### config.mk
export PLATFORM = sky130hd
export DESIGN_NAME = pc_front
export DESIGN_NICKNAME = d
export VERILOG_FILES = /design/src/hw/rtl/pc_pkg.sv /design/src/hw/rtl/pc_front.sv
export SDC_FILE = /design/constraint.sdc
export NUM_CORES = 2
export LEC_CHECK = 0
export BUFFER_PORTS_ARGS = -buffer_cell sky130_fd_sc_hd__buf_2
export CAP_MARGIN = 20
export CORE_MARGIN = 2
export CORE_UTILIZATION = 60
export DETAILED_ROUTE_END_ITERATION = 12
export PLACE_DENSITY = 0.74
export SLEW_MARGIN = 30
export SYNTH_ARGS = -nofsm -noshare
export SYNTH_HDL_FRONTEND = slang
export SYNTH_SLANG_ARGS = --single-unit
### constraint.sdc
create_clock -name clk -period 6.19 [get_ports clk]
set_input_delay 1.238 -clock clk [delete_from_list [all_inputs] [get_ports clk]]
set_output_delay 1.238 -clock clk [all_outputs]
set_load 0.01 [all_outputs]
### src/hw/rtl/pc_pkg.sv
`default_nettype none

package pc_pkg;

    // Longest run that is accumulated; further pairs of a run are ignored.
    localparam int MAX_RUN_LENGTH = 4096;

    localparam int COUNT_W = $clog2(MAX_RUN_LENGTH + 1);
    localparam int LG_MAX  = $clog2(MAX_RUN_LENGTH);

    // Accumulator widths: sum of x or y, sum of x*y (signed), sum of squares.
    localparam int SX_W  = LG_MAX + 16;
    localparam int SXY_W = LG_MAX + 32;
    localparam int SQ_W  = LG_MAX + 31;

    // Width of the n*S - S*S terms, kept even so the root has TERM_W/2 bits.
    localparam int TERM_W = 2 * ((COUNT_W + SXY_W + 2) / 2);
    localparam int ROOT_W = TERM_W / 2;

    // Fractional bits of the coefficient plus the integer bit.
    localparam int QUOT_W = 16;

    typedef struct packed {
        logic [COUNT_W-1:0]      count;
        logic signed [SX_W-1:0]  sx;
        logic signed [SX_W-1:0]  sy;
        logic signed [SXY_W-1:0] sxy;
        logic [SQ_W-1:0]         sxx;
        logic [SQ_W-1:0]         syy;
    } pc_sums_t;

    typedef struct packed {
        logic full;
        logic empty;
    } pc_queue_stat_t;

endpackage

`default_nettype wire

### src/hw/rtl/pc_front.sv
`default_nettype none

module pc_front (
    input  wire logic              clk,
    input  wire logic              rst_n,
    input  wire logic              in_valid,
    output logic                   in_ready,
    input  wire logic signed [15:0] x_sample,
    input  wire logic signed [15:0] y_sample,
    input  wire logic              last_sample,
    input  wire pc_pkg::pc_queue_stat_t q_stat,
    output logic                   push,
    output pc_pkg::pc_sums_t       sums
);

    logic                     st1_valid_reg;
    logic signed [15:0]       x_reg;
    logic signed [15:0]       y_reg;
    logic                     last_reg;
    logic signed [31:0]       xy_reg;
    logic [30:0]              xx_reg;
    logic [30:0]              yy_reg;

    logic signed [31:0]       xy_prod;
    logic signed [31:0]       xx_prod;
    logic signed [31:0]       yy_prod;

    logic [pc_pkg::COUNT_W-1:0]      count_reg;
    logic signed [pc_pkg::SX_W-1:0]  sum_x_reg;
    logic signed [pc_pkg::SX_W-1:0]  sum_y_reg;
    logic signed [pc_pkg::SXY_W-1:0] sum_xy_reg;
    logic [pc_pkg::SQ_W-1:0]         sum_xx_reg;
    logic [pc_pkg::SQ_W-1:0]         sum_yy_reg;

    logic    go;
    logic    keep;
    pc_pkg::pc_sums_t sums_next;

    assign xy_prod = x_sample * y_sample;
    assign xx_prod = x_sample * x_sample;
    assign yy_prod = y_sample * y_sample;

    // The products stage advances unless a closing pair meets a full queue.
    assign go       = st1_valid_reg && !(last_reg && q_stat.full);
    assign in_ready = !st1_valid_reg || go;
    assign keep     = count_reg < pc_pkg::COUNT_W'(pc_pkg::MAX_RUN_LENGTH);

    always_comb
    begin
        sums_next.count = count_reg;
        sums_next.sx    = sum_x_reg;
        sums_next.sy    = sum_y_reg;
        sums_next.sxy   = sum_xy_reg;
        sums_next.sxx   = sum_xx_reg;
        sums_next.syy   = sum_yy_reg;
        if (keep)
        begin
            sums_next.count = count_reg + 1'b1;
            sums_next.sx    = sum_x_reg + pc_pkg::SX_W'(x_reg);
            sums_next.sy    = sum_y_reg + pc_pkg::SX_W'(y_reg);
            sums_next.sxy   = sum_xy_reg + pc_pkg::SXY_W'(xy_reg);
            sums_next.sxx   = sum_xx_reg + pc_pkg::SQ_W'(xx_reg);
            sums_next.syy   = sum_yy_reg + pc_pkg::SQ_W'(yy_reg);
        end
    end

    assign push = go && last_reg;
    assign sums = sums_next;

    always_ff @(posedge clk or negedge rst_n)
    begin
        if (!rst_n)
        begin
            st1_valid_reg <= 1'b0;
        end
        else if (in_ready)
        begin
            st1_valid_reg <= in_valid;
        end
    end

    always_ff @(posedge clk)
    begin
        if (in_valid && in_ready)
        begin
            x_reg    <= x_sample;
            y_reg    <= y_sample;
            last_reg <= last_sample;
            xy_reg   <= xy_prod;
            xx_reg   <= xx_prod[30:0];
            yy_reg   <= yy_prod[30:0];
        end
    end

    // A closing pair hands its sums to the queue and clears the accumulators.
    always_ff @(posedge clk or negedge rst_n)
    begin
        if (!rst_n)
        begin
            count_reg  <= '0;
            sum_x_reg  <= '0;
            sum_y_reg  <= '0;
            sum_xy_reg <= '0;
            sum_xx_reg <= '0;
            sum_yy_reg <= '0;
        end
        else if (go)
        begin
            if (last_reg)
            begin
                count_reg  <= '0;
                sum_x_reg  <= '0;
                sum_y_reg  <= '0;
                sum_xy_reg <= '0;
                sum_xx_reg <= '0;
                sum_yy_reg <= '0;
            end
            else
            begin
                count_reg  <= sums_next.count;
                sum_x_reg  <= sums_next.sx;
                sum_y_reg  <= sums_next.sy;
                sum_xy_reg <= sums_next.sxy;
                sum_xx_reg <= sums_next.sxx;
                sum_yy_reg <= sums_next.syy;
            end
        end
    end

endmodule

`default_nettype wire

After elaboration in Yosys (flattened, before gate mapping)
Cells that the tools add are included.

word-level totals
  logic and storage cells = 37
  input bits = 38
  output and inout port bits = 201
  register bits after elaboration = 327

operators by class
  reduce and logical (&&, ||, !) cells = 7
  $mul = 3
  order comparisons = 1
  add/subtract/negate cells = 6
  mux-type cells = 7

operator list
  operator               count
  $mux 199               1
  $add 43x31->43         2
  $mux 43                2
  $mul 16x16->31         2
  $add 28x16->28         2
  $mux 28                2
  $add 44x32->44         1
  $mux 44                1
  $mul 16x16->32         1
  $add 13x1->13 const B  1
  $lt 13x13->1 const B   1
  $mux 13                1
  $logic_and 1x1->1      4
  $logic_not 1->1        2
  $logic_or 1x1->1       1

Longest topological paths before layout
  word-level depth = 5
  depth in mapped cells = 27
  gate-level depth less buffers = 25

Least setup slack after synthesis
Ideal clock, no wire load.

  kind = input port to flip-flop
  start = in x_sample[3]
  end = reg xx_reg[30], data pin
  required time = 5930 ps
  buffers on the path = 2
  arrival = 7276 ps
  setup slack = -1346 ps
  stages = 24
  path through = clkbuf_1 > clkbuf_1 > nand2_1 > fa_1 > fa_1 > fa_1 > inv_1 > fa_1 > fa_1 > inv_1 > fa_1 > inv_1 > ha_1 > or2_2 > a21oi_1 > a21oi_1 > a31o_2 > a31oi_4 > o2111ai_1 > and4_1 > a2111oi_4 > o21bai_1 > a21oi_1 > xnor2_1

between the ends
  word-level cells in the longest chain between the ends = 1

ends and longest elaborated chain
  item                   RTL line        RTL
  start, declared        pc_front.sv:8   input wire logic signed [15:0] x_sample,
  $mul 16x16->31         pc_front.sv:40  assign xx_prod = x_sample * x_sample;
  named net xx_prod[30]  pc_front.sv:25  logic signed [31:0] xx_prod;
  end signal, assigned   pc_front.sv:90  xx_reg <= xx_prod[30:0];
  end, declared          pc_front.sv:21  logic [30:0] xx_reg;

The timed path passes the listed nets, and every way through them passes these cells.
A chain may end at the register's enable or synchronous reset.

Final worst setup path
  start = in x_sample[7]
  end = reg xy_reg[30], data pin

between the ends
  word-level cells in the longest chain between the ends = 1

ends and longest elaborated chain
  item                   RTL line        RTL
  $mul 16x16->32         pc_front.sv:39  assign xy_prod = x_sample * y_sample;
  named net xy_prod[30]  pc_front.sv:24  logic signed [31:0] xy_prod;
  end signal, assigned   pc_front.sv:89  xy_reg <= xy_prod;
  end, declared          pc_front.sv:20  logic signed [31:0] xy_reg;

The timed path passes the listed nets, and every way through them passes these cells.

==> out/summary.json <==
{
  "detail_route.wirelength": {"value": 134.9, "unit": "mm"},
  "path_buf_inv": {"value": 8},
  "postSynthRegisterBits": {"value": 323},
  "viasPerCell": {"value": 5.665},
  "global_route.usage.total": {"value": 0.3293},
  "synth_top_area_share": {"value": 0.2997},
  "min_path_type": {"value": "reg -> reg"},
  "synth_top_area_cell": {"value": "sky130_fd_sc_hd__fa_1"},
  "timing.critical_path.slowest_stage_cell": {"value": "sky130_fd_sc_hd__fa_1"},
  "run_status": {"value": "finished, violations left"},
  "critical-path-top-delay-family": {"value": "adder cells"},
  "tritoncts": {"value": "built"},
  "critical_path_launch_point": {"value": "x_sample[7]"},
  "required": {"value": 6.50, "unit": "ns"},
  "worst_pin_slew": {"value": 0.9580, "unit": "ns"},
  "unrepaired_setup_endpoints_after_global_routing": {"value": "true"},
  "dr_total_vias": {"value": 40120},
  "setup_viol": {"value": 31},
  "routed_wire_length_per_instance": {"value": 19.05, "unit": "um"},
  "yosysMostFrequentCell": {"value": "sky130_fd_sc_hd__inv_1"},
  "chip_height": {"value": 287.7, "unit": "um"},
  "rr_endpoint": {"value": "sum_xy_reg[42]"},
  "synth.top_cells.by_count": {"value": "sky130_fd_sc_hd__inv_1, sky130_fd_sc_hd__fa_1, sky130_fd_sc_hd__nand2_1"},
  "min_period": {"value": 6.780, "unit": "ns"},
  "worst_setup_slack_for_register_to_register_paths": {"value": 2.15, "unit": "ns"},
  "yosys_most_used_dff": {"value": "sky130_fd_sc_hd__dfrtp_1"},
  "finalCritPeriodShare": {"value": 1.095},
  "synth_warnings": {"value": 0},
  "ff2ff_path_depth": {"value": 13},
  "dpl.cell_count": {"value": 6945},
  "clock-skew-final": {"value": 0.02184, "unit": "ns"},
  "worstPathArrival": {"value": 7.09, "unit": "ns"},
  "async_reset_ff_frac": {"value": 0.6192},
  "timing.max_slew.rel_slack": {"value": 0.3613},
  "initial_cell_density_of_the_core": {"value": 0.6025},
  "final.setup.worst_slack": {"value": -0.5899, "unit": "ns"},
  "synth.area.top_cells": {"value": "sky130_fd_sc_hd__fa_1, sky130_fd_sc_hd__ha_1, sky130_fd_sc_hd__dfrtp_1, sky130_fd_sc_hd__edfxtp_1, sky130_fd_sc_hd__inv_1"},
  "fmax": {"value": 0.1475, "unit": "GHz"},
  "synthDistinctLibCells": {"value": 77},
  "clock-root-buffer": {"value": "sky130_fd_sc_hd__clkbuf_16"},
  "clock-sinks": {"value": 323},
  "die_width": {"value": 287.7, "unit": "um"},
  "antenna_cells": {"value": 0},
  "route.antenna.remaining_nets": {"value": 0},
  "cts_made_buffers": {"value": 40},
  "fin_area": {"value": 58250, "unit": "um2"},
  "cap_violations": {"value": 0},
  "finalWeightedCongestion": {"value": 0.9407},
  "final_layout_size_suffix_gt1_frac": {"value": 0.2096},
  "final_hold_viol_count": {"value": 0},
  "overflow_after_grt": {"value": 0},
  "fp-row-count": {"value": 104},
  "grt_pass1_wl": {"value": 215.2, "unit": "mm"},
  "grt_antenna_before_repair": {"value": 5},
  "ctsLongestPathBuffers": {"value": 3},
  "grt_max_degree": {"value": 172},
  "start_kind": {"value": "primary input"},
  "route.detailed.drc": {"value": 0},
  "half_perimeter_wire_length_of_the_detailed_placement_result": {"value": 105.0, "unit": "mm"},
  "syn_area": {"value": 48300, "unit": "um2"},
  "count_of_flip_flops_with_a_built_in_enable_after_synthesis": {"value": 123},
  "rr_startpoint": {"value": "sum_xy_reg[0]"},
  "clkLatencyLatePin": {"value": 0.57, "unit": "ns"},
  "cp_slowest_stage_delay": {"value": 0.56, "unit": "ns"},
  "netlist_instances": {"value": 5308},
  "timing.setup.critical_path_class": {"value": "in -> reg"},
  "finish.net_count": {"value": 7166},
  "postPlaceCellArea": {"value": 55090, "unit": "um2"},
  "cp_common_cell": {"value": "sky130_fd_sc_hd__fa_1"},
  "io_buffers": {"value": 237},
  "design.die.area": {"value": 82780, "unit": "um2"},
  "drt_first_pass_iters": {"value": 6},
  "hp-start": {"value": "sum_yy_reg[0]"},
  "worst_setup_path_end_kind": {"value": "flip-flop"},
  "htreeDepth": {"value": 2},
  "worstHoldEndpoint": {"value": "sum_yy_reg[0]"},
  "drt_first_iter_violations": {"value": 2547},
  "synth.yosys.seq_area_share": {"value": 0.1801},
  "syn2layout_area_growth": {"value": 20.61, "unit": "%"},
  "crit_fanout": {"value": 5},
  "syn_nets": {"value": 6484},
  "worst_hold_path_cell_count": {"value": 2},
  "grt_pass1_vias": {"value": 41660},
  "failing_checks": {"value": "negative setup slack"},
  "count_of_boundary_i_o_pins": {"value": 239},
  "core": {"value": 80160, "unit": "um2"},
  "clkTransAtPathRegs": {"value": 0.06, "unit": "ns"},
  "final_cells": {"value": 7081},
  "avgSynthCellArea": {"value": 9.099, "unit": "um2"},
  "largest_reg_flops": {"value": 44},
  "slew_viol_final": {"value": 0}
}
## cell usage in the layout (no fill, tap or decap), types with 158 or more instances in the layout
cell,Yosys,routed
sky130_fd_sc_hd__buf_4,0,545
sky130_fd_sc_hd__nand2_1,656,621
sky130_fd_sc_hd__inv_1,963,915
sky130_fd_sc_hd__ha_1,415,382
sky130_fd_sc_hd__and2_1,184,158
sky130_fd_sc_hd__buf_2,0,206
sky130_fd_sc_hd__fa_1,723,693
sky130_fd_sc_hd__xnor2_1,201,194
sky130_fd_sc_hd__nor2_1,210,186
sky130_fd_sc_hd__a21oi_1,212,185
sky130_fd_sc_hd__o21ai_0,320,306
sky130_fd_sc_hd__dfrtp_1,200,199
## stage by stage
stage	utilization	setup WS [ns]	setup TNS (ns)	hold WS, ns
floorplan	-	-0.7557	-11.06	0.4593
global placement	0.6873	-1.200	-36.39	0.4720
detailed placement	0.6873	-1.286	-39.70	0.4837
CTS	0.7171	-0.4539	-5.304	0.4971
global route	0.7267	-0.7742	-13.54	0.5403
finish	0.7267	-0.5899	-8.358	0.4941
## cells by family (layout without fill, tap and decap cells)
group / after synthesis / in the layout / share of synthesized area
and+or+nand+nor: 1334 / 1334 / 0.1264
buffers and inverters: 1182 / 1895 / 0.09187
adders and majority gates: 1138 / 1138 / 0.4072
AOI/OAI and AO/OA: 1005 / 1005 / 0.1341
DFF: 323 / 323 / 0.1801
xor gates and xnor gates: 301 / 301 / 0.05459
muxes: 25 / 25 / 0.005674
## worst min-delay path, cell delays in order, from the launching register on
cell and delay (ns):
sky130_fd_sc_hd__dfrtp_1 0.36, sky130_fd_sc_hd__nand2_1 0.05, sky130_fd_sc_hd__nand2_1 0.05
## layer usage
layer	up-vias	part of all wire	track usage
li1	18440	-	-
met1	20090	0.40	0.4367
met2	1293	0.48	0.5520
met3	286	0.080	0.05943
met4	6	0.035	0.1009
met5	-	0.00026	0
## worst max path at each step
stage	to	cells past startpoint
floorplan	xx_reg[29]	24
global placement	xx_reg[29]	25
detailed placement	xx_reg[29]	25
CTS	xy_reg[30]	20
global route	xy_reg[30]	25
finish	xy_reg[30]	25
## layout make-up
class                   count  area, um2
clock buffers              49       1126
clock inverters            24      217.7
fillers                  5962      21910
inverters                 969       3662
multi-input cells        3803      36520
flip-flops and latches    323       8702
well taps                1060       1326
repair buffers            853       6695
## timing repair
item,in CTS,in global routing
gates cloned,3,3
buffers inserted,39,28
pin swaps,114,106
gates resized for setup,201,123
endpoints found under the setup margin,33,39
hold buffers,0,0
Power is left out: the tool's default activity adds up to more than one toggle a clock period on the data nets, which glitch-free logic cannot reach.
