`src/hw/rtl/pc_pkg.sv`:
```
`default_nettype none

package pc_pkg;

    // Longest run that is accumulated; further pairs of a run are ignored.
    localparam int MAX_RUN_LENGTH = 4096;

    localparam int COUNT_W = $clog2(MAX_RUN_LENGTH + 1);
    localparam int LG_MAX  = $clog2(MAX_RUN_LENGTH);

    // Accumulator widths: sum of x or y, sum of x*y (signed), sum of squares.
    localparam int SX_W  = LG_MAX + 16;
    localparam int SXY_W = LG_MAX + 32;
    localparam int SQ_W  = LG_MAX + 31;

    // Width of the n*S - S*S terms, kept even so the root has TERM_W/2 bits.
    localparam int TERM_W = 2 * ((COUNT_W + SXY_W + 2) / 2);
    localparam int ROOT_W = TERM_W / 2;

    // Fractional bits of the coefficient plus the integer bit.
    localparam int QUOT_W = 16;

    typedef struct packed {
        logic [COUNT_W-1:0]      count;
        logic signed [SX_W-1:0]  sx;
        logic signed [SX_W-1:0]  sy;
        logic signed [SXY_W-1:0] sxy;
        logic [SQ_W-1:0]         sxx;
        logic [SQ_W-1:0]         syy;
    } pc_sums_t;

    typedef struct packed {
        logic full;
        logic empty;
    } pc_queue_stat_t;

endpackage

`default_nettype wire

```
`src/hw/rtl/pc_queue.sv`:
```
`default_nettype none

module pc_queue (
    input  wire logic                   clk,
    input  wire logic                   rst_n,
    input  wire logic                   push,
    input  wire pc_pkg::pc_sums_t       wr_data,
    input  wire logic                   pop,
    output pc_pkg::pc_sums_t            rd_data,
    output pc_pkg::pc_queue_stat_t      stat
);

    pc_pkg::pc_sums_t slot_reg [2];
    logic             wr_ptr_reg;
    logic             rd_ptr_reg;
    logic [1:0]       fill_reg;

    assign stat.full  = fill_reg == 2'd2;
    assign stat.empty = fill_reg == 2'd0;
    assign rd_data    = slot_reg[rd_ptr_reg];

    always_ff @(posedge clk or negedge rst_n)
    begin
        if (!rst_n)
        begin
            wr_ptr_reg <= 1'b0;
            rd_ptr_reg <= 1'b0;
            fill_reg   <= 2'd0;
        end
        else
        begin
            if (push)
            begin
                wr_ptr_reg <= !wr_ptr_reg;
            end
            if (pop)
            begin
                rd_ptr_reg <= !rd_ptr_reg;
            end
            if (push && !pop)
            begin
                fill_reg <= fill_reg + 2'd1;
            end
            else if (pop && !push)
            begin
                fill_reg <= fill_reg - 2'd1;
            end
        end
    end

    always_ff @(posedge clk)
    begin
        if (push)
        begin
            slot_reg[wr_ptr_reg] <= wr_data;
        end
    end

endmodule

`default_nettype wire

```
`config.mk`:
```
export PLATFORM = sky130hd
export DESIGN_NAME = pc_queue
export DESIGN_NICKNAME = d
export VERILOG_FILES = /design/src/hw/rtl/pc_pkg.sv /design/src/hw/rtl/pc_queue.sv
export SDC_FILE = /design/constraint.sdc
export NUM_CORES = 1
export LEC_CHECK = 0
export ABC_AREA = 1
export BUFFER_PORTS_ARGS = -buffer_cell sky130_fd_sc_hd__buf_2
export CORE_ASPECT_RATIO = 0.8
export CORE_MARGIN = 10
export CORE_UTILIZATION = 40
export DETAILED_ROUTE_END_ITERATION = 10
export GPL_TIMING_DRIVEN = 0
export HOLD_SLACK_MARGIN = 0.12
export PLACE_DENSITY = 0.76
export SETUP_SLACK_MARGIN = 0.2
export SYNTH_ARGS = -nofsm -noshare
export SYNTH_HDL_FRONTEND = slang
export SYNTH_SLANG_ARGS = --single-unit
```
`constraint.sdc`:
```
create_clock -name clk -period 14.17 [get_ports clk]
set_input_delay 4.251 -clock clk [delete_from_list [all_inputs] [get_ports clk]]
set_output_delay 4.251 -clock clk [all_outputs]
set_load 0.02 [all_outputs]
```
Yosys cells after proc, flatten, opt, wreduce, memory -nomap -nowiden
Memories as Yosys holds them, arrays and structs flattened.
Cells that the tools add are included.
{ "word_totals": {"ff_bits": 4, "memories": 1, "out_inout_bits": 201, "ramBits": 398} }
{ "mem_list": {"columns": ["name", "words", "word_bits", "read_ports", "rd_clocked_by_memory_dff", "write_ports", "line", "text"], "rows": [
  ["slot_reg", 2, 199, 1, 0, 1, "pc_queue.sv:13", "pc_pkg::pc_sums_t slot_reg [2];"]
]} }
{ "op_classes": {"n_eq_ne": 1, "reduce_logical": 8, "muxes": 4, "n_addsub": 2} }
{ "op_table": {"columns": ["cell", "n"], "rows": [
  ["$logic_not A1 Y1", 4],
  ["$mux W2", 2],
  ["$add A2 B1 Y2 const B", 1],
  ["$eq A2 B2 Y1 const B", 1],
  ["$logic_and A1 B1 Y1", 2],
  ["$logic_not A2 Y1", 1],
  ["$mux W1", 2],
  ["$reduce_bool A2 Y1", 1],
  ["$sub A2 B1 Y2 const B", 1]
]} }

Logic depth before layout (Yosys ltp)
Gate-level depths: netlist of run 1.
{ "depth": {"ltp_word": 4, "mapped_depth": 7, "ltp_nobuf": 7} }

Least setup slack after synthesis of run 1
Ideal clock, no wire load.
{ "synth_path": {"kind": "input -> register", "from": "input port push", "to": "memory slot_reg[0][0] (netlist name) (enable)", "path_buffers": 0, "required_time_ps": 13403, "path_stages": 2, "setup_ps": 767, "t_arrival_ps": 12607, "slack_ps": 796, "cell_sequence": "inv_1 -> nor2_1"} }
{ "synth_via": {"elab_chain_cells": 2} }
{ "synth_lines": {"columns": ["element", "line", "text"], "rows": [
  ["start: declaration", "pc_queue.sv:6", "input wire logic push,"],
  ["$mux W1", "pc_queue.sv:53", "if (push)"],
  ["$mux W1 (implied by the code)", "pc_queue.sv:55", "slot_reg[wr_ptr_reg] <= wr_data;"],
  ["end: declaration", "pc_queue.sv:13", null]
]} }
Every way passes these cells.

==> results of run 1 <==
==> synth_stat cells, drive strengths merged <==
master	count	area [um^2]
buf	3	33.8
dfrtp	4	100
edfxtp	398	12000
nand4	1	6.26
nand3	1	5.00
inv	7	26.3
nor2	3	11.3
mux2	199	2240
ha	1	12.5
xnor2	1	8.76
xor2	2	17.5
clkbuf	19	262
nand2	5	18.8
==> per-stage QoR <==
step           power [mW]  worst slack [ns]  util (%)
4_1_cts              4.03              7.94      51.9
3_3_place_gp         3.06             -3.95      48.0
6_report             3.97              8.03      52.0
2_1_floorplan        2.58             0.796         -
5_1_grt              4.15              7.91      52.0
3_5_place_dp         3.01              8.18      48.5
==> layout make-up <==
class | instances | share of cell area (%)
Antenna cell | 6 | 0.0801
Timing Repair Buffer | 411 | 11.7
Tap cell | 480 | 3.20
Clock buffer | 50 | 5.65
Sequential cell | 402 | 64.3
Clock inverter | 20 | 0.947
Multi-Input combinational cell | 213 | 12.4
Inverter | 7 | 0.180
Buffer | 22 | 1.57
==> tightest hold or removal path: stages, from the launching register on <==
cell and delay (ns):
dfrtp_1 0.37, nand2_1 0.06, nand2_1 0.05
==> path summary, 6_finish.rpt <==
kind / endpoint / slack [ns] / cells after the start
worst max-delay path: rd_data[161] / 8.03 / 4
min in group asynchronous: fill_reg[0] / 3.51 / 1
worst max register to register: slot_reg[1][93] / 12.11 / 3
max in group asynchronous: fill_reg[1] / 10.53 / 1
worst min-delay path: fill_reg[1] / 0.51 / 2
worst min register to register: fill_reg[1] / 0.51 / 2
==> logic make-up (layout without fill, tap and decap cells) <==
| kind of cell | Yosys count | in the layout | synth area share [%] |
|---|---|---|---|
| flip-flops | 402 | 402 | 82.0 |
| multiplexers | 199 | 199 | 15.3 |
| buffers and inverters | 29 | 510 | 2.19 |
| AND/OR/NAND/NOR | 10 | 10 | 0.281 |
| XOR/XNOR | 3 | 3 | 0.179 |
| adder cells (fa/ha/maj) | 1 | 1 | 0.0851 |
| other | 0 | 6 | 0 |
==> placed cells by master (no fill, tap or decap), types with 2 or more instances in the layout <==
| master | n |
|---|---|
| buf_12 | 6 |
| buf_16 | 2 |
| buf_2 | 403 |
| buf_6 | 3 |
| bufinv_16 | 3 |
| clkbuf_1 | 9 |
| clkbuf_16 | 41 |
| clkbuf_8 | 19 |
| clkinv_1 | 7 |
| clkinv_2 | 9 |
| dfrtp_1 | 4 |
| diode_2 | 6 |
| edfxtp_1 | 398 |
| inv_1 | 6 |
| mux2_2 | 199 |
| nand2_1 | 5 |
| nor2_1 | 2 |
| xor2_1 | 2 |
==> power by group through the flow <==
stage / clock network [mW] / logic, mW / registers (mW)
global placement: 0 / 1.32 / 1.74
detailed placement: 0 / 1.36 / 1.65
floorplan: 0 / 0.887 / 1.70
finish: 1.01 / 1.34 / 1.62
global route: 1.08 / 1.44 / 1.64
CTS: 1.03 / 1.37 / 1.63
==> per-layer routing <==
metal | wire length [um] | GRT usage, % | part of all wire [%] | vias to the layer above
met2 | 16200 | 23.5 | 48 | 304
li1 | - | - | - | 3472
met1 | 12500 | 16.6 | 37 | 3749
met3 | 4220 | 6.62 | 13 | 69
met4 | 719 | 4.29 | 2.1 | 10
met5 | 67 | 0 | 0.20 | -
==> impl_metrics.yaml, run 1 <==
status:
  status: "finished, final reports clean"
critical_path:
  crit_path_max_incr_delay_ns: 0.38
  regToRegStartpoint: "wr_ptr_reg"
  cp.required_ns: 9.92
  worstPathArrival_ns: 1.89
  cpLargestDelayFamily: "buffers and inverters"
  critPathKind: "flop to output pin"
  crit_start: "rd_ptr_reg"
  slowest_stage: "dfrtp_1"
  cp-end-kind: "output pin"
  startpoint_type: "flop"
  path_max_fanout: 10
  timing.critical_path.buf_inv: 3
  path_cells: "buf_6, clkbuf_8, mux2_2, buf_2"
placed_design:
  placed_cells: 1535
  dpl_cell_area_um2: 17500
  gp_congestion: 0.749
  io_buffers: 403
  hpwl_um: 24200
detailed_routing:
  num_vias: 7604
  wl_um: 33700
  drt-initial-drc-count: 410
  ant_nets: 0
  drc: 0
  dr.pass1.iters: 4
  avgViaCountPerCell: 4.72
  wl_per_cell_um: 20.9
grt:
  antenna_found_initial: 7
  grtUsageTotal_pct: 14.3
  grt_pass1_wl_um: 49300
  grt_pass1_vias: 8267
  gr-total-overflow: 0
  grt_max_degree: 126
power_and_ir_drop:
  peakVddDrop_uv: 140
  switching_share_pct: 32.1
  seq_power_share_pct: 40.9
  p_leak_nw: 7.07
  p_per_area_nw_per_um2: 212
  p_clk_share_pct: 25.3
  p_switching_mw: 1.27
  internal-power_mw: 2.69
  comb_power_share_pct: 33.8
cells_and_area:
  nets: 1300
  fillCellCount: 2878
  drive_above_1_share_pct: 61.2
  multi_input_area_um2: 2330
  largest_register_ffs: 398
  stdcell_area_um2: 18800
  seq_area_um2: 12100
  area_delta_synth_final_pct: 27.6
  fin_cells: 1611
floorplan:
  die_x_um: 234
  die-area_um2: 44800
  initial_utilization_pct: 40.7
  ioPinCount: 404
  core.rowCount: 62
  coreArea_um2: 36100
  fp.dieH_um: 191
sta:
  tightestPinTransition_ns: 0.726
  hold_ws_ns: 0.513
  tns_ns: 0
  finalClockSkew_ns: 0.0244
  rsz0062_at_grt: "false"
  fin_crit_ns: 6.14
  setup_violations: 0
  fmax_ghz: 0.163
  maxSlewViolCount: 0
  finalHoldViolCount: 0
  relSlewSlack_pct: 51.6
  finalCritPeriodShare_pct: 43.4
yosys:
  yosysWarningCount: 0
  yosysSeqAreaShare_pct: 82.0
  synth_nets: 848
  ys_types: 13
  syn_area_per_cell_um2: 22.8
  syn_inst: 644
  netlist_area_um2: 14700
  ys_ff_latch: 402
clock_network:
  cts_buffer_depth: 3
  cts_tree: "built"
  cts_buffers: 39
  cts_hold_buffers: 0
  postCtsSetupRepairBufs: 0
  htree_levels: 2
  clock_sinks: 402
  cts-root-buf: "clkbuf_16"
  post_cts_resized: 0
  clk_pin_slew_worst_paths_ns: 0.06
  clock_latency_ns: 0.53
worst_hold_path:
  hold_path.class: "flop to flop"
  hp-start: "fill_reg[1]"
flow_run:
  cap_violations: 0
Note: power is estimated with default switching activity, not from simulation.
==> inputs of run 2 (changes only) <==
clock period = 6.24 ns   (was 14.17 ns; I/O delays follow)
==> run 2 against run 1 <==
  * Via count rose by 0.68%
  * Sequential power increased by 130%
  * Combinational power rose by 130%
  * Critical path depth stayed put
  * Register-to-register slack got worse by 8.1 ns
  * Sequential share of layout area about the same
  * Clock power up 120%
  * Final cell count did not move
  * Total power up 130%
  * Sequential cell count unchanged
  * Largest power group unchanged
==> impl_metrics.yaml, run 2 (synthesis results as in run 1) <==
cells_and_area:
  nets: 1304
  largest_register_ffs: 398
  stdcell_area_um2: 18800
  area_delta_synth_final_pct: 27.7
  drive_above_1_share_pct: 61.0
  layout_common_cells: "403 x buf_2, 398 x edfxtp_1, 199 x mux2_2"
  layout_commonest_cell: "buf_2"
  post-route-util_pct: 52.0
  fillCellCount: 2918
floorplan:
  fp.dieH_um: 191
  ioPinCount: 404
  core.rowCount: 62
  die-area_um2: 44800
  coreArea_um2: 36100
  die_x_um: 234
  initial_utilization_pct: 40.7
clock_network:
  clock_sinks: 402
  htree_levels: 2
  cts-root-buf: "clkbuf_16"
  clock_latency_ns: 0.52
  clk_pin_slew_worst_paths_ns: 0.06
  cts_tree: "built"
  cts_buffer_depth: 3
  cts_buffers: 39
  cts_hold_buffers: 0
  post_cts_resized: 0
  postCtsSetupRepairBufs: 0
grt:
  grt_pass1_vias: 8363
  grtUsageTotal_pct: 14.5
  busiest_layer: "met2"
  antenna_found_initial: 9
  grt_max_degree: 41
  globalRouteMet3Util_pct: 5.85
  grt_use_met1_pct: 16.5
  grt_pass1_wl_um: 49600
  gr-usage-met2_pct: 25.1
  gr-total-overflow: 0
detailed_routing:
  avgViaCountPerCell: 4.75
  num_vias: 7656
  dr.pass1.iters: 5
  wl_per_cell_um: 21.2
  drc: 0
  ant_nets: 0
  drt-initial-drc-count: 486
  wl_um: 34100
status:
  status: "finished, final reports clean"
power_and_ir_drop:
  peakVddDrop_uv: 267
  p_per_area_nw_per_um2: 477
  p_leak_nw: 7.06
  finalPower_mw: 8.95
placed_design:
  post-place-ws_ns: 2.37
  hpwl_um: 25000
  dpl_cell_area_um2: 17600
  gp_congestion: 0.802
  io_buffers: 403
critical_path:
  path_max_fanout: 10
  reg2reg_depth: 5
  cp-end-kind: "output pin"
  regToRegStartpoint: "wr_ptr_reg"
  crit_start: "rd_ptr_reg"
  worstPathArrival_ns: 1.94
  r2r_end: "slot_reg[1][14]"
  cp.required_ns: 4.37
  critPathKind: "flop to output pin"
  reg2reg_slack_ns: 3.98
  startpoint_type: "flop"
worst_hold_path:
  holdPathStages: 2
  hp-start: "fill_reg[1]"
  hold_path_end: "fill_reg[1]"
  hold_path.class: "flop to flop"
sta:
  finalHoldViolCount: 0
  relSlewSlack_pct: 42.4
  setup_ws_ns: 2.43
  finalCritPeriodShare_pct: 61.1
  setup_violations: 0
  maxSlewViolCount: 0
  tightestPinTransition_ns: 0.863
  rsz0062_at_grt: "false"
  finalClockSkew_ns: 0.00895
  fmax_ghz: 0.262
  fin_crit_ns: 3.81
flow_run:
  cap_violations: 0
run 2: cell types whose count changed in the layout (fill, tap and decap cells not counted):
cell        change
clkinv_8        -1
clkinv_1        +2
inv_8           -1
buf_12          +4
clkinvlp_4      +4
clkbuf_1        +1
diode_2         -4
bufinv_16       -2
clkinv_2        -3
run 2: worst max path at each step:
stage,cells after the start,end
floorplan,2,slot_reg[1][0]
global placement,3,slot_reg[1][16]
detailed placement,6,slot_reg[0][40]
CTS,4,rd_data[74]
global route,4,rd_data[74]
finish,4,rd_data[74]
run 2: layout make-up:
| type | instances | area [um^2] | area share (%) |
|---|---|---|---|
| Inverter | 7 | 30.0 | 0.160 |
| Antenna cell | 2 | 5.00 | 0.0267 |
| Buffer | 22 | 295 | 1.57 |
| Clock buffer | 51 | 1060 | 5.67 |
| Timing Repair Buffer | 415 | 2270 | 12.1 |
| Sequential cell | 402 | 12100 | 64.2 |
| Tap cell | 480 | 601 | 3.20 |
| Clock inverter | 19 | 116 | 0.620 |
| Multi-Input combinational cell | 213 | 2330 | 12.4 |
run 2: worst max-delay path: stages (launching register included):
cell	delay [ns]
dfrtp_1	0.38
buf_6	0.20
clkbuf_8	0.25
mux2_2	0.39
buf_2	0.17
run 2: power breakdown:
group	switching, mW	leakage (nW)	internal [mW]
registers	0.114	3.78	3.57
clock network	0.942	0.569	1.24
logic	1.84	2.70	1.24
total	2.89	7.06	6.06
run 2: layer usage:
layer / wire length, um / vias to the layer above / share of wire [%]
li1: - / 3478 / -
met1: 12800 / 3803 / 37
met2: 17000 / 312 / 50
met3: 3740 / 53 / 11
met4: 561 / 10 / 1.6
met5: 62 / - / 0.18
run 2: metrics by stage:
| stage | TNS [ns] | std cells | hold WS, ns |
|---|---|---|---|
| floorplan | 0 | 644 | 0.463 |
| global placement | -354.85 | 1527 | 0.497 |
| detailed placement | 0 | 1539 | 0.501 |
| CTS | 0 | 1609 | 0.516 |
| global route | 0 | 1609 | 0.565 |
| finish | 0 | 1611 | 0.523 |
